$ cat src/design/dps_pkg.sv
// Shared types and constants of the dynamic priority scheduler.
package dps_pkg;

    localparam int DPS_MAX_PROCS = 16;

    localparam logic OP_ADD = 1'b0;
    localparam logic OP_RUN = 1'b1;

    typedef enum logic [2:0] {
        ST_ADDED = 3'd0,
        ST_FULL  = 3'd1,
        ST_ZERO  = 3'd2,
        ST_RUN   = 3'd3,
        ST_EMPTY = 3'd4
    } status_t;

    typedef struct packed {
        logic               op;
        logic [31:0]        tag;
        logic [15:0]        burst_time;
        logic signed [15:0] prio_in;
    } cmd_t;

    typedef struct packed {
        status_t            status;
        logic [31:0]        run_tag;
        logic [15:0]        remaining_time;
        logic signed [15:0] prio_after;
        logic               finished;
        logic [4:0]         ready_count;
    } result_t;

    typedef struct packed {
        logic [31:0]        tag;
        logic [15:0]        rem_time;
        logic signed [15:0] prio;
    } entry_t;

endpackage

$ cat src/design/dps_ram.sv
// Generic single-write, single-read RAM with registered read data.
module dps_ram #(
    parameter int WIDTH = 64,
    parameter int DEPTH = 16
) (
    input  logic                     clk,
    input  logic                     wr_en,
    input  logic [$clog2(DEPTH)-1:0] wr_addr,
    input  logic [WIDTH-1:0]         wr_data,
    input  logic [$clog2(DEPTH)-1:0] rd_addr,
    output logic [WIDTH-1:0]         rd_data
);

    logic [WIDTH-1:0] mem [DEPTH];

    always_ff @(posedge clk)
    begin
        if (wr_en)
        begin
            mem[wr_addr] <= wr_data;
        end
        rd_data <= mem[rd_addr];
    end

endmodule

$ cat src/design/dynamic_priority_scheduler.sv
// Top level of the dynamic priority scheduler: sequencer over a circular ready table.
//
//   channel  direction  handshake                  payload
//   cmd      in         cmd_valid / cmd_stall      cmd_t    (op, tag, burst_time, prio_in)
//   result   out        result_valid / result_stall result_t (status ... ready_count)
//
// An add moves up n entries from the tail, one per cycle (n at most MAX_PROCS - 1), then
// writes its entry; a run charges the head entry and re-inserts it the same way unless it
// finishes. Rejected adds, runs on an empty table and finished runs skip the walk.
// Reset clears the entry count and head and tail pointers; the table needs no clearing pass.
// cmd_stall is high while an item is in work; a stalled result holds the block in its
// final state until the result register frees up, then the next item is accepted.
module dynamic_priority_scheduler
    import dps_pkg::*;
#(
    parameter int MAX_PROCS = DPS_MAX_PROCS
) (
    input  logic    clk,
    input  logic    rst_n,
    input  logic    cmd_valid,
    output logic    cmd_stall,
    input  cmd_t    cmd,
    output logic    result_valid,
    input  logic    result_stall,
    output result_t result
);

    localparam int IW = $clog2(MAX_PROCS);
    localparam int CW = $clog2(MAX_PROCS + 1);

    typedef enum logic [2:0] {
        S_IDLE,
        S_RUN,
        S_WALK,
        S_PLACE,
        S_DONE
    } state_t;

    state_t          state_reg, state_next;
    logic [IW-1:0]   head_reg, head_next;
    logic [IW-1:0]   tail_reg, tail_next;
    logic [CW-1:0]   count_reg, count_next;
    logic            result_valid_reg, result_valid_next;
    result_t         result_reg, result_next;

    logic [IW-1:0]   rp_reg, rp_next;
    logic [IW-1:0]   wp_reg, wp_next;
    logic [CW-1:0]   left_reg, left_next;
    entry_t          new_reg, new_next;
    result_t         res_reg, res_next;

    logic            wr_en;
    logic [IW-1:0]   wr_addr;
    entry_t          wr_data;
    logic [IW-1:0]   rd_addr;
    logic [63:0]     rd_raw;
    entry_t          rd_entry;
    logic [IW-1:0]   tail_dec;
    logic [15:0]     time_dec;
    logic signed [15:0] prio_dec;
    logic [CW+4:0]   count_ext;

    function automatic logic [IW-1:0] idx_inc(input logic [IW-1:0] p);
        return (p == IW'(MAX_PROCS - 1)) ? '0 : p + 1'b1;
    endfunction

    function automatic logic [IW-1:0] idx_dec(input logic [IW-1:0] p);
        return (p == '0) ? IW'(MAX_PROCS - 1) : p - 1'b1;
    endfunction

    dps_ram #(
        .WIDTH ($bits(entry_t)),
        .DEPTH (MAX_PROCS)
    ) u_table (
        .clk     (clk),
        .wr_en   (wr_en),
        .wr_addr (wr_addr),
        .wr_data (wr_data),
        .rd_addr (rd_addr),
        .rd_data (rd_raw)
    );

    assign rd_entry  = entry_t'(rd_raw);
    assign tail_dec  = idx_dec(tail_reg);
    assign time_dec  = rd_entry.rem_time - 16'd1;
    assign prio_dec  = (rd_entry.prio == -16'sd32768) ? rd_entry.prio : rd_entry.prio - 16'sd1;
    assign count_ext = {5'b0, count_reg};

    assign cmd_stall    = (state_reg != S_IDLE);
    assign result_valid = result_valid_reg;
    assign result       = result_reg;

    always_comb
    begin
        state_next        = state_reg;
        head_next         = head_reg;
        tail_next         = tail_reg;
        count_next        = count_reg;
        result_valid_next = result_valid_reg;
        result_next       = result_reg;
        rp_next           = rp_reg;
        wp_next           = wp_reg;
        left_next         = left_reg;
        new_next          = new_reg;
        res_next          = res_reg;
        wr_en             = 1'b0;
        wr_addr           = wp_reg;
        wr_data           = new_reg;
        rd_addr           = tail_dec;

        // drop a result once it is taken
        if (result_valid_reg && !result_stall)
        begin
            result_valid_next = 1'b0;
        end

        case (state_reg)
            S_IDLE:
            begin
                rd_addr = (cmd.op == OP_RUN) ? head_reg : tail_dec;
                if (cmd_valid)
                begin
                    res_next = '0;
                    if (cmd.op == OP_ADD)
                    begin
                        new_next  = '{tag: cmd.tag, rem_time: cmd.burst_time, prio: cmd.prio_in};
                        wp_next   = tail_reg;
                        rp_next   = tail_dec;
                        left_next = count_reg;
                        if (cmd.burst_time == 16'd0)
                        begin
                            res_next.status = ST_ZERO;
                            state_next      = S_DONE;
                        end
                        else if (count_reg == CW'(MAX_PROCS))
                        begin
                            res_next.status = ST_FULL;
                            state_next      = S_DONE;
                        end
                        else
                        begin
                            res_next.status = ST_ADDED;
                            state_next      = (count_reg == '0) ? S_PLACE : S_WALK;
                        end
                    end
                    else if (count_reg == '0)
                    begin
                        res_next.status = ST_EMPTY;
                        state_next      = S_DONE;
                    end
                    else
                    begin
                        state_next = S_RUN;
                    end
                end
            end

            S_RUN:
            begin
                // head entry is on the read port; charge it one slice
                res_next.status         = ST_RUN;
                res_next.run_tag        = rd_entry.tag;
                res_next.remaining_time = time_dec;
                res_next.prio_after     = prio_dec;
                res_next.finished       = (time_dec == 16'd0);
                head_next               = idx_inc(head_reg);
                count_next              = count_reg - 1'b1;
                new_next  = '{tag: rd_entry.tag, rem_time: time_dec, prio: prio_dec};
                wp_next   = tail_reg;
                rp_next   = tail_dec;
                left_next = count_reg - 1'b1;
                if (time_dec == 16'd0)
                begin
                    state_next = S_DONE;
                end
                else
                begin
                    state_next = (count_reg == CW'(1)) ? S_PLACE : S_WALK;
                end
            end

            S_WALK:
            begin
                // move lower-or-equal entries up one slot, walking from the tail
                if (!(new_reg.prio < rd_entry.prio))
                begin
                    wr_en     = 1'b1;
                    wr_addr   = wp_reg;
                    wr_data   = rd_entry;
                    wp_next   = rp_reg;
                    rp_next   = idx_dec(rp_reg);
                    rd_addr   = idx_dec(rp_reg);
                    left_next = left_reg - 1'b1;
                    if (left_reg == CW'(1))
                    begin
                        state_next = S_PLACE;
                    end
                end
                else
                begin
                    wr_en      = 1'b1;
                    count_next = count_reg + 1'b1;
                    tail_next  = idx_inc(tail_reg);
                    state_next = S_DONE;
                end
            end

            S_PLACE:
            begin
                wr_en      = 1'b1;
                count_next = count_reg + 1'b1;
                tail_next  = idx_inc(tail_reg);
                state_next = S_DONE;
            end

            S_DONE:
            begin
                if (!result_valid_reg || !result_stall)
                begin
                    result_next             = res_reg;
                    result_next.ready_count = count_ext[4:0];
                    result_valid_next       = 1'b1;
                    state_next              = S_IDLE;
                end
            end

            default:
            begin
                state_next = S_IDLE;
            end
        endcase
    end

    always_ff @(posedge clk or negedge rst_n)
    begin
        if (!rst_n)
        begin
            state_reg        <= S_IDLE;
            head_reg         <= '0;
            tail_reg         <= '0;
            count_reg        <= '0;
            result_valid_reg <= 1'b0;
        end
        else
        begin
            state_reg        <= state_next;
            head_reg         <= head_next;
            tail_reg         <= tail_next;
            count_reg        <= count_next;
            result_valid_reg <= result_valid_next;
        end
    end

    always_ff @(posedge clk)
    begin
        result_reg <= result_next;
        rp_reg     <= rp_next;
        wp_reg     <= wp_next;
        left_reg   <= left_next;
        new_reg    <= new_next;
        res_reg    <= res_next;
    end

`ifndef SYNTHESIS
    a_count_bound: assert property (@(posedge clk) disable iff (!rst_n)
        count_reg <= CW'(MAX_PROCS))
        else $error("entry count exceeds table depth");

    a_empty_ptrs: assert property (@(posedge clk) disable iff (!rst_n)
        (state_reg == S_IDLE && count_reg == '0) |-> (head_reg == tail_reg))
        else $error("head and tail disagree on an empty table");

    a_idle_no_write: assert property (@(posedge clk) disable iff (!rst_n)
        (state_reg == S_IDLE) |-> !wr_en)
        else $error("table written while idle");

    a_result_from_done: assert property (@(posedge clk) disable iff (!rst_n)
        $rose(result_valid_reg) |-> $past(state_reg == S_DONE))
        else $error("result raised outside the final state");

    a_finished_zero: assert property (@(posedge clk) disable iff (!rst_n)
        (result_valid_reg && result_reg.finished) |-> (result_reg.remaining_time == 16'd0))
        else $error("finished process reports remaining time");
`endif

endmodule
$ cat config.mk
export PLATFORM = sky130hd
export DESIGN_NAME = dynamic_priority_scheduler
export DESIGN_NICKNAME = d
export VERILOG_FILES = /design/src/design/dps_pkg.sv /design/src/design/dps_ram.sv /design/src/design/dynamic_priority_scheduler.sv
export SDC_FILE = /design/constraint.sdc
export NUM_CORES = 2
export LEC_CHECK = 0
export ABC_CLOCK_PERIOD_IN_PS = 7000
export BUFFER_PORTS_ARGS = -buffer_cell sky130_fd_sc_hd__buf_2
export CAP_MARGIN = 20
export CORE_MARGIN = 4
export CORE_UTILIZATION = 35
export DETAILED_ROUTE_END_ITERATION = 10
export PLACE_DENSITY = 0.52
export SLEW_MARGIN = 20
export SYNTH_ARGS = -nofsm -noshare
export SYNTH_HDL_FRONTEND = slang
export SYNTH_SLANG_ARGS = --single-unit
$ cat constraint.sdc
create_clock -name clk -period 7 [get_ports clk]
set_input_delay 0.7 -clock clk [delete_from_list [all_inputs] [get_ports clk]]
set_output_delay 0.7 -clock clk [all_outputs]
set_load 0.005 [all_outputs]
==> results.json <==
{
  "max_slew.worst_pin.slew_ns": 1.14,
  "grt_setup_unrepaired": "no",
  "die_w_um": 399,
  "synthAdderAreaFrac": 0.00680,
  "fill_cell_count": 13900,
  "dp_hpwl_um": 84800,
  "clock_skew_ns": 0.0257,
  "clock_tree.root_cell": "clkbuf_16",
  "crit_buf_inv": 2,
  "worstSetupEndpointType": "register",
  "setup_ws_final_ns": 1.59,
  "critical_path.top_delay_family": "simple AND/OR/NAND/NOR gates",
  "global_route.usage.total": 0.191,
  "placedCellCount": 5518,
  "largest_register_ffs": 1024,
  "postSynthCellCount": 3502,
  "clkLatencyLatePin_ns": 0.78,
  "post-synth-top-count-cell": "edfxtp_1",
  "final_period_minus_worst_setup_slack_ns": 5.41,
  "setup_crit_path_kind": "register to register",
  "seqCellArea_mm2": 0.0390,
  "tritoncts_num_sinks": 1323,
  "grt.overflow.total": 0,
  "result_of_the_run": "finished, final reports clean",
  "cap_viol_max_count": 0,
  "crit_path_cell_trace": "inv_1, ha_1, nand4_2, or4_4, o32a_1, a2111oi_2, or4_4, buf_12, mux2i_1, nor3_1, or4_1, a221o_1",
  "finalHoldViolations": 0,
  "netlist_area_mm2": 0.0534,
  "compound_cell_area_share_of_the_yosys_netlist": 0.109,
  "arrival_time_at_the_worst_endpoint_ns": 6.07,
  "synth_xor_area_frac": 0.00558,
  "die-height_um": 399,
  "slew_violations": 0,
  "clock_tree_from_tritoncts": "built",
  "avgViaCountPerCell": 5.54,
  "final.hold.worst_slack_ns": 0.186,
  "first_global_vias": 31300,
  "finalNonFillerCells": 5787,
  "proportion_of_layout_cells_with_a_drive_suffix_above_1": 0.151,
  "synth.distinct_cells": 67,
  "grt_max_degree": 192,
  "dr_total_vias": 32100,
  "syn_avg_cell_area_um2": 15.2,
  "critical-path-top-cell-by-count": "or4_4",
  "worst_path_max_delay_cell": "or4_4",
  "synth_largest_type_area_fraction": 0.699,
  "synthTopCellsByArea": "edfxtp_1 70%, mux2i_1 4.8%, dfxtp_1 2.4%, o31a_1 2.1%, nand2_1 1.9%",
  "routed_wl_um": 154000,
  "ys_ff_latch": 1323,
  "post_cts.resized_instances": 0,
  "critical_path.max_fanout": 49,
  "io-pin-count": 144,
  "hp-class": "primary input to register",
  "detail_route.iter0.violations": 2843,
  "cts-buffers-inserted": 143,
  "htree_levels": 4,
  "post_synth_most_frequent_cells": "1242 x edfxtp_1, 275 x nand2_1, 255 x mux2i_1, 207 x clkbuf_1, 149 x a21oi_1",
  "critical-path-max-stage-delay_ns": 0.85,
  "critPathLaunchType": "register",
  "drc": 0,
  "pre_cts_slack_ns": 1.70,
  "grt_pass1_wl_um": 223000,
  "synth.yosys.warnings": 0,
  "drt-wirelength-per-cell_um": 26.6,
  "gp_routability_congestion": 0.782,
  "setup-tns-final_ns": 0,
  "min_period_over_period": 0.773,
  "detailedRoute.firstPassIterationCount": 5,
  "final_antenna_violating_net_count": 0,
  "synth_nets": 3600,
  "final_net_count": 3733,
  "starting_utilization_of_the_core_area": 0.352,
  "area_delta_synth_final_pct": 15.5,
  "rows": 143,
  "worst_setup_hold_path_clk_slew_ns": 0.06,
  "multiInputGateArea_mm2": 0.0135,
  "timing.reg2reg.setup_slack_ns": 1.59,
  "synth_top_family_by_area": "compound AO/OA/AOI/OAI gates",
  "area_of_the_die_mm2": 0.159,
  "clock_path_buffers": 3,
  "quantity_of_i_o_buffers_inserted_on_ports": 143,
  "relative_slew_margins": 0.237,
  "synth_simple_gate_area_frac": 0.0684,
  "synth_enable_flop_cells": 1242,
  "fmaxAchievable_mhz": 185,
  "asyncSetResetFlopFracSynth": 0.0128,
  "synthDominantAreaCellType": "edfxtp_1",
  "setup-violations-final": 0,
  "ys.flop_type": "edfxtp_1",
  "ys_seq_area_frac": 0.731,
  "post_synth_mux_area_share": 0.0577,
  "grt_antenna_before_repair": 4,
  "cp_data_required_time_ns": 7.65,
  "core_mm2": 0.152
}
[layer usage]
layer	part of all wire	wire length, um	vias up	global-route usage
met2	0.47	71600	1065	0.302
met5	0	0	-	0
li1	-	-	14200	-
met1	0.45	69600	16700	0.270
met4	0.021	3300	0	0.0539
met3	0.060	9280	190	0.0341
[kinds of logic (layout without fill, tap and decap cells)]
group                    after synthesis  count (layout)
flip-flops                          1323            1323
AO/OA/AOI/OAI                        794             794
AND/OR/NAND/NOR                      730             730
multiplexers                         302             302
buffers and inverters                290             544
XOR/XNOR                              34              34
adder cells (fa/ha/maj)               29              29
other                                  0               1
[stage by stage]
stage / cell area, um2 / utilization
after CTS: 61600 / 0.406
after global placement: 56800 / 0.375
after detailed placement: 56900 / 0.375
after floorplan: 53400 / -
after global routing: 61700 / 0.407
final: 61700 / 0.407
[worst reg2reg max path, delay by kind of cell (launching register included)]
kind / cells / cell delay [ns]
AND/OR/NAND/NOR: 5 / 2.28
AO/OA/AOI/OAI: 3 / 1.32
adder cells (fa/ha/maj): 1 / 0.53
buffers and inverters: 2 / 0.49
flip-flops: 1 / 0.35
multiplexers: 1 / 0.33
[cell usage in the layout (no fill, tap or decap), types with 64 or more instances in the layout]
master | synthesis | routed
edfxtp_1 | 1242 | 1242
nand2_1 | 275 | 273
mux2i_1 | 255 | 255
clkbuf_16 | 0 | 148
a21oi_1 | 149 | 146
buf_2 | 21 | 143
a211oi_1 | 131 | 131
o31a_1 | 130 | 130
buf_4 | 5 | 90
o21ai_0 | 85 | 84
nor3_1 | 84 | 78
nand4_1 | 72 | 72
a21o_1 | 67 | 66
o31ai_1 | 67 | 65
dfxtp_1 | 64 | 64
[worst paths after layout]
kind | cells after the start | startpoint | end
setup / recovery | 12 | u_table.rd_data[15]$_DFF_P_ | u_table.rd_data[40]$_DFF_P_
hold / removal | 3 | result_stall | result_valid$_DFF_PN0_
setup reg to reg | 12 | u_table.rd_data[15]$_DFF_P_ | u_table.rd_data[40]$_DFF_P_
hold reg to reg | 0 | res_reg[41]$_SDFFCE_PN0P_ | result[41]$_DFFE_PP_
max in group asynchronous | 2 | rst_n | count_reg[3]$_DFFE_PN0P_
min in group asynchronous | 2 | rst_n | result_valid$_DFF_PN0_
[layout make-up]
class / count / share of cell area
clock buffers: 214 / 0.0684
multi-input cells: 1889 / 0.219
repair buffers: 249 / 0.0278
well taps: 2030 / 0.0412
inverters: 29 / 0.00176
clock inverters: 52 / 0.00893
flip-flops and latches: 1323 / 0.632
diodes: 1 / 0.0000406
[timing repair]
action	CTS	global route
endpoints found under the setup margin	0	0
hold buffers	1	0
endpoints found under the hold margin	17	0
setup buffers	0	0
Power is not shown: default switching activity piles up to over one toggle a cycle in this logic, so the estimate is an artifact.
